**src/sv/amed_pkg.sv**
```systemverilog
// Shared types and constants for the accelerometer motion event detector.
// No dependencies; every other file imports this package.
package amed_pkg;

	localparam int unsigned POLL_MS        = 50;
	localparam int unsigned ONE_G          = 4096;
	localparam int unsigned SHAKE_WINDOW   = 600;
	localparam int unsigned SHAKE_RESET    = 800;
	localparam int unsigned ACT_CAP        = 60000;
	localparam int unsigned WALK_CAP       = 10000;
	localparam int unsigned PICKUP_CD      = 5000;
	localparam int unsigned PUTDOWN_CD     = 3000;
	localparam int unsigned WALK_CD        = 2000;
	localparam int unsigned ELAPSED_MAX    = 65535;
	localparam int unsigned SPIKE_MAX      = 7;
	localparam int unsigned WALK_DEV_LIMIT = (3 * ONE_G + 5) / 10;
	localparam int unsigned DEAD_ZONE      = (15 * ONE_G + 50) / 100;
	localparam int unsigned TILT_FULL      = (80 * ONE_G + 50) / 100;
	localparam int unsigned GAZE_SPAN      = TILT_FULL - DEAD_ZONE;
	localparam int unsigned GAZE_FULL      = 256;

	localparam int unsigned AXIS_W  = 16;
	localparam int unsigned SQ_W    = 2 * AXIS_W - 1;
	localparam int unsigned SUM_W   = 32;
	localparam int unsigned MAG_W   = 16;
	localparam int unsigned GAZE_W  = 10;
	localparam int unsigned QUO_W   = $clog2(GAZE_FULL);
	localparam int unsigned SPAN_W  = $clog2(GAZE_SPAN);
	localparam int unsigned CD_W    = 13;
	localparam int unsigned WALK_W  = 14;
	localparam int unsigned TIME_W  = 16;
	localparam int unsigned CNT_W   = 3;
	localparam int unsigned THR_W   = 15;

	// gaze quotient floor(excess * 256 / GAZE_SPAN) as (excess * GAZE_RECIP) >> (RECIP_SH - 8),
	// exact for every excess below GAZE_SPAN
	localparam int unsigned     RECIP_SH   = 32;
	localparam longint unsigned GAZE_RECIP = ((64'd1 << RECIP_SH) + GAZE_SPAN - 1) / GAZE_SPAN;
	localparam int unsigned     RECIP_W    = $clog2(GAZE_RECIP);
	localparam int unsigned     GPROD_W    = SPAN_W + RECIP_W;

	typedef enum logic [2:0] {
		REG_TAP_THRESHOLD,
		REG_SHAKE_THRESHOLD,
		REG_STILL_DEVIATION,
		REG_WALK_STEP_LO,
		REG_WALK_STEP_HI,
		REG_PICKUP_STILL_MS,
		REG_PUTDOWN_ACTIVE_MS,
		REG_WALK_CONFIRM_MS
	} amed_reg_t;

	typedef struct packed {
		logic [THR_W-1:0]  tap_threshold;
		logic [THR_W-1:0]  shake_threshold;
		logic [THR_W-1:0]  still_deviation;
		logic [THR_W-1:0]  walk_step_lo;
		logic [THR_W-1:0]  walk_step_hi;
		logic [TIME_W-1:0] pickup_still_ms;
		logic [TIME_W-1:0] putdown_active_ms;
		logic [WALK_W-1:0] walk_confirm_ms;
	} amed_cfg_t;

	typedef struct packed {
		logic [SUM_W-1:0]         sum_sq;
		logic signed [GAZE_W-1:0] gaze;
	} amed_item_t;

endpackage

```
**src/sv/amed_front.sv**
```systemverilog
// Front end: takes a sample transfer, forms x*x + y*y + z*z with one shared
// multiplier and the tilt gaze with a reciprocal multiply. Uses amed_pkg.
module amed_front (
	input  logic                clk,
	input  logic                arst_n,
	input  logic                in_valid,
	output logic                in_ready,
	input  logic [47:0]         in_data,
	output logic                push,
	output amed_pkg::amed_item_t push_item,
	input  logic                push_ready
);
	import amed_pkg::*;

	typedef enum logic [1:0] {ST_IDLE, ST_WORK, ST_PUSH} state_t;

	state_t                    state_q;
	logic [2:0]                cnt_q;
	logic signed [AXIS_W-1:0]  ax_q, ay_q, az_q;
	logic [SQ_W-1:0]           prod_q;
	logic [SUM_W-1:0]          sum_q;
	logic [SPAN_W-1:0]         excess_q;
	logic [QUO_W-1:0]          quo_q;
	logic                      neg_q, zero_q, sat_q;

	logic signed [AXIS_W-1:0]  in_x, in_y, in_z, op;
	logic signed [2*AXIS_W-1:0] sq;
	logic [AXIS_W-1:0]         absx, excess;
	logic [GPROD_W-1:0]        gaze_prod;
	logic [GAZE_W-1:0]         gaze_mag;

	assign in_x = in_data[15:0];
	assign in_y = in_data[31:16];
	assign in_z = in_data[47:32];
	assign absx = in_x[AXIS_W-1] ? (~in_x + AXIS_W'(1)) : in_x;
	assign excess = absx - AXIS_W'(DEAD_ZONE);
	assign op = (cnt_q == 3'd0) ? ax_q : ((cnt_q == 3'd1) ? ay_q : az_q);
	assign sq = op * op;
	assign gaze_prod = GPROD_W'(excess_q) * GPROD_W'(GAZE_RECIP);

	assign in_ready = (state_q == ST_IDLE);
	assign push = (state_q == ST_PUSH);

	always_comb begin
		if (zero_q) begin
			gaze_mag = '0;
		end else if (sat_q) begin
			gaze_mag = GAZE_W'(GAZE_FULL);
		end else begin
			gaze_mag = GAZE_W'(quo_q);
		end
		push_item.sum_sq = sum_q;
		push_item.gaze = neg_q ? -$signed(gaze_mag) : $signed(gaze_mag);
	end

	always_ff @(posedge clk or negedge arst_n) begin
		if (!arst_n) begin
			state_q <= ST_IDLE;
			cnt_q <= '0;
		end else begin
			case (state_q)
				ST_IDLE: begin
					if (in_valid) begin
						state_q <= ST_WORK;
						cnt_q <= '0;
					end
				end
				ST_WORK: begin
					cnt_q <= cnt_q + 3'd1;
					if (cnt_q == 3'd7) begin
						state_q <= ST_PUSH;
					end
				end
				ST_PUSH: begin
					if (push_ready) begin
						state_q <= ST_IDLE;
					end
				end
				default: state_q <= ST_IDLE;
			endcase
		end
	end

	always_ff @(posedge clk) begin
		if (state_q == ST_IDLE && in_valid) begin
			ax_q <= in_x;
			ay_q <= in_y;
			az_q <= in_z;
			sum_q <= '0;
			neg_q <= in_x[AXIS_W-1];
			zero_q <= (absx <= AXIS_W'(DEAD_ZONE));
			sat_q <= (excess >= AXIS_W'(GAZE_SPAN));
			excess_q <= excess[SPAN_W-1:0];
			quo_q <= '0;
		end else if (state_q == ST_WORK) begin
			prod_q <= sq[SQ_W-1:0];
			if (cnt_q inside {[3'd1:3'd3]}) begin
				sum_q <= sum_q + SUM_W'(prod_q);
			end
			quo_q <= gaze_prod[RECIP_SH-1 -: QUO_W];
		end
	end

endmodule

```
**src/sv/amed_queue.sv**
```systemverilog
// Two-entry queue between front and back ends.
// Uses amed_pkg for the item type.
module amed_queue (
	input  logic                clk,
	input  logic                arst_n,
	input  logic                push,
	input  amed_pkg::amed_item_t push_item,
	output logic                push_ready,
	input  logic                pop,
	output logic                pop_valid,
	output amed_pkg::amed_item_t pop_item
);
	import amed_pkg::*;

	amed_item_t entry_q [2];
	logic       wr_q, rd_q;
	logic [1:0] count_q;
	logic       do_push, do_pop;

	assign push_ready = (count_q != 2'd2);
	assign pop_valid = (count_q != 2'd0);
	assign pop_item = entry_q[rd_q];
	assign do_push = push && push_ready;
	assign do_pop = pop && pop_valid;

	always_ff @(posedge clk or negedge arst_n) begin
		if (!arst_n) begin
			wr_q <= 1'b0;
			rd_q <= 1'b0;
			count_q <= '0;
		end else begin
			if (do_push) begin
				wr_q <= ~wr_q;
			end
			if (do_pop) begin
				rd_q <= ~rd_q;
			end
			if (do_push && !do_pop) begin
				count_q <= count_q + 2'd1;
			end else if (do_pop && !do_push) begin
				count_q <= count_q - 2'd1;
			end
		end
	end

	always_ff @(posedge clk) begin
		if (do_push) begin
			entry_q[wr_q] <= push_item;
		end
	end

endmodule

```
**src/sv/amed_back.sv**
```systemverilog
// Back end: iterative integer square root, event timers and the output register.
// Uses amed_pkg for the configuration and item types.
module amed_back (
	input  logic                clk,
	input  logic                arst_n,
	input  amed_pkg::amed_cfg_t cfg,
	input  logic                pop_valid,
	input  amed_pkg::amed_item_t pop_item,
	output logic                pop,
	output logic                out_valid,
	input  logic                out_ready,
	output logic [15:0]         out_data
);
	import amed_pkg::*;

	typedef enum logic [1:0] {ST_IDLE, ST_ROOT, ST_DIFF, ST_EVAL} state_t;

	state_t                   state_q;
	logic [3:0]               cnt_q;
	logic [SUM_W-1:0]         rad_q;
	logic [MAG_W+2:0]         rem_q;
	logic [MAG_W-1:0]         root_q, prev_q, delta_q, dev_q;
	logic signed [GAZE_W-1:0] gaze_q;
	logic [CNT_W-1:0]         spikes_q;
	logic [TIME_W-1:0]        elapsed_q, still_q, active_q;
	logic                     near_q;
	logic [WALK_W-1:0]        walk_q;
	logic [CD_W-1:0]          pick_cd_q, put_cd_q, walk_cd_q;
	logic                     out_valid_q;
	logic [15:0]              out_data_q;

	logic [MAG_W+2:0]         rem_n, trial;
	logic                     slot_free;

	logic [CNT_W-1:0]         spikes_d;
	logic [TIME_W-1:0]        elapsed_d, still_d, active_d;
	logic                     near_d;
	logic [WALK_W-1:0]        walk_d;
	logic [CD_W-1:0]          pick_cd_d, put_cd_d, walk_cd_d;
	logic                     tap, shake, pickup, putdown, walking;

	assign rem_n = {rem_q[MAG_W:0], rad_q[SUM_W-1:SUM_W-2]};
	assign trial = {1'b0, root_q, 2'b01};
	assign slot_free = !out_valid_q || out_ready;
	assign pop = (state_q == ST_IDLE) && pop_valid;
	assign out_valid = out_valid_q;
	assign out_data = out_data_q;

	always_comb begin
		logic [CD_W-1:0]   pick_t, put_t, walk_t;
		logic [TIME_W-1:0] elapsed_t, el2;
		logic [CNT_W-1:0]  cnt2;
		logic              near, walk_like;

		pick_t = (pick_cd_q > CD_W'(POLL_MS)) ? pick_cd_q - CD_W'(POLL_MS) : '0;
		put_t = (put_cd_q > CD_W'(POLL_MS)) ? put_cd_q - CD_W'(POLL_MS) : '0;
		walk_t = (walk_cd_q > CD_W'(POLL_MS)) ? walk_cd_q - CD_W'(POLL_MS) : '0;
		elapsed_t = (elapsed_q > TIME_W'(ELAPSED_MAX - POLL_MS)) ?
			TIME_W'(ELAPSED_MAX) : elapsed_q + TIME_W'(POLL_MS);
		el2 = elapsed_t;
		cnt2 = spikes_q;
		near = dev_q < MAG_W'(cfg.still_deviation);
		walk_like = (delta_q >= MAG_W'(cfg.walk_step_lo)) &&
			(delta_q <= MAG_W'(cfg.walk_step_hi)) && (dev_q < MAG_W'(WALK_DEV_LIMIT));

		tap = 1'b0;
		shake = 1'b0;
		pickup = 1'b0;
		putdown = 1'b0;
		walking = 1'b0;
		spikes_d = spikes_q;
		elapsed_d = elapsed_t;
		still_d = still_q;
		active_d = active_q;
		near_d = near_q;
		walk_d = walk_q;
		pick_cd_d = pick_t;
		put_cd_d = put_t;
		walk_cd_d = walk_t;

		if (delta_q > MAG_W'(cfg.tap_threshold) && spikes_q <= CNT_W'(1)) begin
			tap = 1'b1;
			spikes_d = '0;
		end else begin
			if (delta_q > MAG_W'(cfg.shake_threshold)) begin
				if (spikes_q == '0) begin
					el2 = '0;
				end
				if (spikes_q < CNT_W'(SPIKE_MAX)) begin
					cnt2 = spikes_q + CNT_W'(1);
				end
				elapsed_d = el2;
				if (cnt2 >= CNT_W'(3) && el2 < TIME_W'(SHAKE_WINDOW)) begin
					shake = 1'b1;
					spikes_d = '0;
				end else begin
					spikes_d = cnt2;
				end
			end else if (elapsed_t > TIME_W'(SHAKE_RESET)) begin
				spikes_d = '0;
			end

			if (near) begin
				still_d = (still_q < TIME_W'(ACT_CAP)) ? still_q + TIME_W'(POLL_MS) :
					TIME_W'(ACT_CAP);
				active_d = '0;
				if (!near_q && active_q >= cfg.putdown_active_ms && put_t == '0) begin
					putdown = 1'b1;
					put_cd_d = CD_W'(PUTDOWN_CD);
				end
			end else begin
				active_d = (active_q < TIME_W'(ACT_CAP)) ? active_q + TIME_W'(POLL_MS) :
					TIME_W'(ACT_CAP);
				still_d = '0;
				if (near_q && still_q >= cfg.pickup_still_ms && pick_t == '0) begin
					pickup = 1'b1;
					pick_cd_d = CD_W'(PICKUP_CD);
				end
			end
			near_d = near;

			if (walk_like) begin
				walk_d = (walk_q < WALK_W'(WALK_CAP)) ? walk_q + WALK_W'(POLL_MS) :
					WALK_W'(WALK_CAP);
			end else begin
				walk_d = (walk_q > WALK_W'(POLL_MS)) ? walk_q - WALK_W'(POLL_MS) : '0;
			end
			if (walk_d >= cfg.walk_confirm_ms && walk_t == '0) begin
				walking = 1'b1;
				walk_cd_d = CD_W'(WALK_CD);
			end
		end
	end

	always_ff @(posedge clk or negedge arst_n) begin
		if (!arst_n) begin
			state_q <= ST_IDLE;
			cnt_q <= '0;
			prev_q <= MAG_W'(ONE_G);
			spikes_q <= '0;
			elapsed_q <= TIME_W'(ELAPSED_MAX);
			still_q <= '0;
			active_q <= '0;
			near_q <= 1'b0;
			walk_q <= '0;
			pick_cd_q <= '0;
			put_cd_q <= '0;
			walk_cd_q <= '0;
			out_valid_q <= 1'b0;
		end else begin
			if (state_q == ST_EVAL && slot_free) begin
				out_valid_q <= 1'b1;
			end else if (out_ready) begin
				out_valid_q <= 1'b0;
			end
			case (state_q)
				ST_IDLE: begin
					if (pop_valid) begin
						state_q <= ST_ROOT;
						cnt_q <= '0;
					end
				end
				ST_ROOT: begin
					cnt_q <= cnt_q + 4'd1;
					if (cnt_q == 4'd15) begin
						state_q <= ST_DIFF;
					end
				end
				ST_DIFF: begin
					prev_q <= root_q;
					state_q <= ST_EVAL;
				end
				ST_EVAL: begin
					if (slot_free) begin
						spikes_q <= spikes_d;
						elapsed_q <= elapsed_d;
						still_q <= still_d;
						active_q <= active_d;
						near_q <= near_d;
						walk_q <= walk_d;
						pick_cd_q <= pick_cd_d;
						put_cd_q <= put_cd_d;
						walk_cd_q <= walk_cd_d;
						state_q <= ST_IDLE;
					end
				end
				default: state_q <= ST_IDLE;
			endcase
		end
	end

	always_ff @(posedge clk) begin
		case (state_q)
			ST_IDLE: begin
				rad_q <= pop_item.sum_sq;
				gaze_q <= pop_item.gaze;
				rem_q <= '0;
				root_q <= '0;
			end
			ST_ROOT: begin
				rad_q <= {rad_q[SUM_W-3:0], 2'b00};
				if (rem_n >= trial) begin
					rem_q <= rem_n - trial;
					root_q <= {root_q[MAG_W-2:0], 1'b1};
				end else begin
					rem_q <= rem_n;
					root_q <= {root_q[MAG_W-2:0], 1'b0};
				end
			end
			ST_DIFF: begin
				delta_q <= (root_q > prev_q) ? root_q - prev_q : prev_q - root_q;
				dev_q <= (root_q > MAG_W'(ONE_G)) ? root_q - MAG_W'(ONE_G) :
					MAG_W'(ONE_G) - root_q;
			end
			ST_EVAL: begin
				if (slot_free) begin
					out_data_q <= {1'b0, gaze_q, walking, putdown, pickup, shake, tap};
				end
			end
			default: ;
		endcase
	end

`ifndef SYNTHESIS
	a_tap_alone: assert property (@(posedge clk) disable iff (!arst_n)
		out_valid_q && out_data_q[0] |-> out_data_q[4:1] == 4'b0000)
		else $error("tap reported together with another event");
	a_pick_put: assert property (@(posedge clk) disable iff (!arst_n)
		out_valid_q |-> !(out_data_q[2] && out_data_q[3]))
		else $error("pickup and putdown in one result");
	a_cooldown: assert property (@(posedge clk) disable iff (!arst_n)
		pick_cd_q <= CD_W'(PICKUP_CD) && put_cd_q <= CD_W'(PUTDOWN_CD) &&
		walk_cd_q <= CD_W'(WALK_CD))
		else $error("cooldown above its load value");
	a_eval_hold: assert property (@(posedge clk) disable iff (!arst_n)
		state_q == ST_EVAL && !slot_free |=> state_q == ST_EVAL)
		else $error("result dropped while output register full");
`endif

endmodule

```
**src/sv/accel_motion_event_detector.sv**
```systemverilog
// Top level of the accelerometer motion event detector: configuration
// registers and the front end, queue and back end. Uses amed_pkg.
//
// channel  | dir | handshake                     | payload
// s_axis   | in  | s_axis_tvalid / s_axis_tready | tdata: accel_x, accel_y, accel_z
// m_axis   | out | m_axis_tvalid / m_axis_tready | tdata: events, gaze_horizontal
// cfg      | in  | cfg_valid / cfg_ready         | cfg_index, cfg_data
//
// The front end loads a sample, runs 8 work steps and pushes the result; the
// back end picks up an item and runs 16 square-root steps, difference and
// evaluate; it sets the sustained rate. Neither end takes a new sample before
// it is done with the last. Reset restores all timers, the configuration and
// the control state but not datapath registers; a full output register stalls
// the back end, and the two-entry queue lets the front accept until it fills.
module accel_motion_event_detector (
	input  logic        clk,
	input  logic        arst_n,
	input  logic        s_axis_tvalid,
	output logic        s_axis_tready,
	input  logic [47:0] s_axis_tdata,   // accel_x, accel_y, accel_z
	output logic        m_axis_tvalid,
	input  logic        m_axis_tready,
	output logic [15:0] m_axis_tdata,   // tap_event, shake_event, pickup_event,
	                                    // putdown_event, walking_event,
	                                    // gaze_horizontal, zero pad
	input  logic        cfg_valid,
	output logic        cfg_ready,
	input  logic [2:0]  cfg_index,
	input  logic [15:0] cfg_data
);
	import amed_pkg::*;

	amed_cfg_t  cfg_q;
	amed_item_t push_item, pop_item;
	logic       push, push_ready, pop, pop_valid;

	assign cfg_ready = 1'b1;

	always_ff @(posedge clk or negedge arst_n) begin
		if (!arst_n) begin
			cfg_q.tap_threshold <= THR_W'(2662);
			cfg_q.shake_threshold <= THR_W'(2048);
			cfg_q.still_deviation <= THR_W'(410);
			cfg_q.walk_step_lo <= THR_W'(205);
			cfg_q.walk_step_hi <= THR_W'(1556);
			cfg_q.pickup_still_ms <= TIME_W'(3000);
			cfg_q.putdown_active_ms <= TIME_W'(1500);
			cfg_q.walk_confirm_ms <= WALK_W'(600);
		end else if (cfg_valid) begin
			case (amed_reg_t'(cfg_index))
				REG_TAP_THRESHOLD:     cfg_q.tap_threshold <= cfg_data[THR_W-1:0];
				REG_SHAKE_THRESHOLD:   cfg_q.shake_threshold <= cfg_data[THR_W-1:0];
				REG_STILL_DEVIATION:   cfg_q.still_deviation <= cfg_data[THR_W-1:0];
				REG_WALK_STEP_LO:      cfg_q.walk_step_lo <= cfg_data[THR_W-1:0];
				REG_WALK_STEP_HI:      cfg_q.walk_step_hi <= cfg_data[THR_W-1:0];
				REG_PICKUP_STILL_MS:   cfg_q.pickup_still_ms <= cfg_data[TIME_W-1:0];
				REG_PUTDOWN_ACTIVE_MS: cfg_q.putdown_active_ms <= cfg_data[TIME_W-1:0];
				REG_WALK_CONFIRM_MS:   cfg_q.walk_confirm_ms <= cfg_data[WALK_W-1:0];
				default: ;
			endcase
		end
	end

	amed_front u_front (
		.clk        (clk),
		.arst_n     (arst_n),
		.in_valid   (s_axis_tvalid),
		.in_ready   (s_axis_tready),
		.in_data    (s_axis_tdata),
		.push       (push),
		.push_item  (push_item),
		.push_ready (push_ready)
	);

	amed_queue u_queue (
		.clk        (clk),
		.arst_n     (arst_n),
		.push       (push),
		.push_item  (push_item),
		.push_ready (push_ready),
		.pop        (pop),
		.pop_valid  (pop_valid),
		.pop_item   (pop_item)
	);

	amed_back u_back (
		.clk        (clk),
		.arst_n     (arst_n),
		.cfg        (cfg_q),
		.pop_valid  (pop_valid),
		.pop_item   (pop_item),
		.pop        (pop),
		.out_valid  (m_axis_tvalid),
		.out_ready  (m_axis_tready),
		.out_data   (m_axis_tdata)
	);

endmodule

```
**config.mk**
```make
export PLATFORM = sky130hd
export DESIGN_NAME = accel_motion_event_detector
export DESIGN_NICKNAME = d
export VERILOG_FILES = /design/src/sv/amed_pkg.sv /design/src/sv/amed_front.sv /design/src/sv/amed_queue.sv /design/src/sv/amed_back.sv /design/src/sv/accel_motion_event_detector.sv
export SDC_FILE = /design/constraint.sdc
export NUM_CORES = 2
export LEC_CHECK = 0
export ABC_AREA = 0
export BUFFER_PORTS_ARGS = -buffer_cell sky130_fd_sc_hd__buf_4
export CORE_ASPECT_RATIO = 2
export CORE_MARGIN = 2
export CORE_UTILIZATION = 45
export DETAILED_ROUTE_END_ITERATION = 16
export PLACE_DENSITY_LB_ADDON = 0.12
export SYNTH_ARGS = -nofsm -noshare
export SYNTH_HDL_FRONTEND = slang
export SYNTH_SLANG_ARGS = --single-unit
```
**constraint.sdc**
```tcl
create_clock -name clk -period 23.6 [get_ports clk]
set_input_delay 3.54 -clock clk [delete_from_list [all_inputs] [get_ports clk]]
set_output_delay 3.54 -clock clk [all_outputs]
set_load 0.005 [all_outputs]
```
==> flow_metrics.py <==
metrics = {
    "clock_tree": {
        "path_clk_slew_ps": 60,
        "cts-root-buf": "clkbuf_16",
        "cts.path.max_buffers": 3,
        "insertion_delay_ps": 660,
        "cts_resized": 0,
        "clock-sinks": 593,
        "post_cts_buffers": 0,
        "cts_hold_buf": 0,
        "cts_tree": "done",
        "numCtsBuffers": 57,
        "htreeDepth": 2,
    },
    "hold_path": {
        "holdCritPathClass": "register to register",
        "min_from": "u_back.gaze_q[7]",
    },
    "sta": {
        "worst_pin_slew_ps": 1106,
        "setup_viol": 0,
        "tns_ps": 0,
        "maxSlewViolCount": 0,
        "hold_violations": 0,
        "fmax_ghz": 0.1057,
        "fin_crit_sh_pct": 40.08,
        "finalCriticalPeriod_ps": 9460,
        "rsz0062_at_grt": "false",
        "relSlewSlack_pct": 26.24,
        "skew_ps": 36.74,
    },
    "critical_path": {
        "r2r_start": "u_front.cnt_q[0]",
        "rrSetupSlack_ps": 14140,
        "cp_data_arrival_time_ps": 9830,
        "worst_path_max_delay_cell": "nor2b_1",
        "timing.critical_path.from": "u_front.cnt_q[0]",
        "path_buf_inv": 6,
        "cpPeakStageDelay_ps": 910,
        "cp-endpoint": "u_front.prod_q[29]",
        "cpLargestDelayFamily": "adder cells",
        "critPathCaptureType": "register",
        "r2r-end": "u_front.prod_q[29]",
        "worstRegToRegCells": 26,
        "critPathRequiredTime_ps": 23970,
        "cp.depth": 26,
        "worst-path-max-fanout": 19,
        "crit_top_cell": "fa_1",
        "path_class": "register to register",
        "start_kind": "register",
    },
    "logic_synthesis": {
        "synthMuxAreaShare_pct": 3.494,
        "synth_enable_flop_cells": 297,
        "synth_nets": 5242,
        "syn-cell-area_um2": 44290,
        "synth-seq-cells": 593,
        "synth_commonest_cells": "inv_1 (667), nand2_1 (425), ha_1 (408)",
        "synth-compound-area-share_pct": 13.66,
        "synthArstFlopShare_pct": 43.17,
        "synth_area_leaders": "edfxtp_1 (20%), fa_1 (13%), ha_1 (12%), dfrtp_1 (11%), inv_1 (5.7%)",
        "synth_top_area_cell": "edfxtp_1",
        "synth-simple-area-share_pct": 11.47,
        "synthFlopType": "edfxtp_1",
        "synth_cell_type_count": 95,
        "yosysTopAreaCellShare_pct": 20.14,
        "synthAdderAreaFrac_pct": 24.63,
        "synth_top_family_by_area": "adder cells",
        "synth_most_common_cell": "inv_1",
        "avgSynthCellArea_um2": 9.905,
        "ys_seq_area_share_pct": 36.56,
        "synth_xor_area_share_pct": 3.065,
        "synth_warnings": 0,
        "syn_inst": 4472,
    },
    "place": {
        "port-buffer-count": 88,
        "dpl.hpwl_um": 91920,
        "gp_congestion": 1.002,
    },
    "floorplanning": {
        "die_area_um2": 101100,
        "start_util_pct": 45.43,
        "die_w_um": 225.8,
        "num_rows": 162,
        "dieHeight_um": 447.7,
        "io_pins": 91,
        "core-area_um2": 97500,
    },
    "cells_and_area": {
        "drive_above_1_share_pct": 9.005,
        "fillers": 9025,
        "fin_nets": 5285,
        "area_growth_syn_to_layout_pct": 9.220,
    },
    "routing": {
        "vias_per_cell": 5.394,
        "drc": 0,
        "ant_nets": 0,
        "wl_per_cell_um": 19.74,
        "drtIter0Drc": 1378,
        "routed-via-count": 31700,
        "routed_wl_um": 116000,
        "first_pass_iters": 5,
    },
    "grt": {
        "grt_max_degree": 94,
        "antenna_found_initial": 1,
        "grtUsageTotal_pct": 23.69,
        "first_global_vias": 33915,
        "gr-total-overflow": 0,
        "grt_pass1_wl_um": 183900,
    },
    "run_status": {
        "status": "complete, no violations",
    },
    "run": {
        "drv_cap": 0,
    },
}
-- area by class of cell --
type | instances | area (um2) | area share, %
Antenna cell | 1 | 2.502 | 0.005173
Clock buffer | 75 | 1534 | 3.171
Clock inverter | 33 | 446.7 | 0.9233
Inverter | 678 | 2546 | 5.263
Multi-Input combinational cell | 3053 | 25010 | 51.70
Sequential cell | 593 | 16200 | 33.48
Tap cell | 1312 | 1642 | 3.393
Timing Repair Buffer | 132 | 998.5 | 2.064
-- layer usage --
metal / vias to the layer above / track usage, % / part of all wire, %
li1: 15397 / - / -
met1: 15463 / 21.22 / 33
met2: 540 / 48.26 / 57
met3: 300 / 2.575 / 2.7
met4: 0 / 15.79 / 7.5
met5: - / 0 / 0
-- stage by stage --
stage                     std cells  utilization [%]  cell area, um2  setup WS, ps  hold WS (ps)
final                          5877            49.62           48380         14140         419.0
after global routing           5877            49.62           48380         13310         424.2
after CTS                      5876            49.62           48380         14140         419.5
after detailed placement       5768            47.59           46390         14180         404.5
after global placement         5768            47.59           46390         14350         405.4
after floorplan                4472                -           44290         15780         400.3
-- cells by family after synthesis --
kind of cell | after synthesis
compound gates | 955
xor+xnor | 155
fa+ha+maj | 698
buf+inv | 826
flops | 593
mux | 144
other cells | 2
simple gates | 1099
-- cell usage in the layout (no fill, tap or decap), types with 40 or more instances in the layout --
| cell | synthesis | routed |
|---|---|---|
| ha_1 | 408 | 406 |
| edfxtp_1 | 297 | 297 |
| a21oi_1 | 233 | 232 |
| mux2_2 | 84 | 84 |
| a21o_1 | 83 | 83 |
| fa_1 | 290 | 290 |
| mux2i_1 | 59 | 59 |
| xor2_1 | 50 | 50 |
| inv_1 | 667 | 665 |
| dfxtp_1 | 40 | 40 |
| xnor2_1 | 105 | 105 |
| o21ai_0 | 281 | 281 |
| nand3_1 | 76 | 76 |
| nand2_1 | 425 | 424 |
| clkbuf_16 | 0 | 57 |
| dfstp_2 | 56 | 56 |
| nor2_1 | 278 | 277 |
| dfrtp_1 | 200 | 199 |
| nor3_1 | 60 | 58 |
| buf_4 | 6 | 131 |
-- registers in the layout, summed over array words and instances (netlist names), 12 cells and up --
register and flops:
u_back.active_q 15, u_front.ay_q 16, u_back.elapsed_q 16, u_back.put_cd_q 13
u_front.excess_q 12, u_back.walk_cd_q 13, u_back.root_q 16, u_front.az_q 16
u_back.prev_q 16, u_back.pick_cd_q 13, cfg_q 121, u_back.rem_q 17
u_back.dev_q 16, u_front.prod_q 30, u_queue.entry_q 84, u_back.rad_q 32
u_back.out_data 15, u_back.still_q 15, u_front.sum_q 32, u_back.delta_q 16
u_front.ax_q 14, u_back.walk_q 14
-- worst min-delay path by stage --
stage | cells after the start | end
floorplan | 0 | u_back.out_data[10]
global placement | 0 | u_back.out_data[8]
detailed placement | 0 | u_back.out_data[14]
CTS | 0 | u_back.out_data[14]
global route | 0 | u_back.out_data[8]
finish | 0 | u_back.out_data[12]
Power is left out: the tool's default activity adds up to more than one toggle a clock period on the data nets, which glitch-free logic cannot reach.
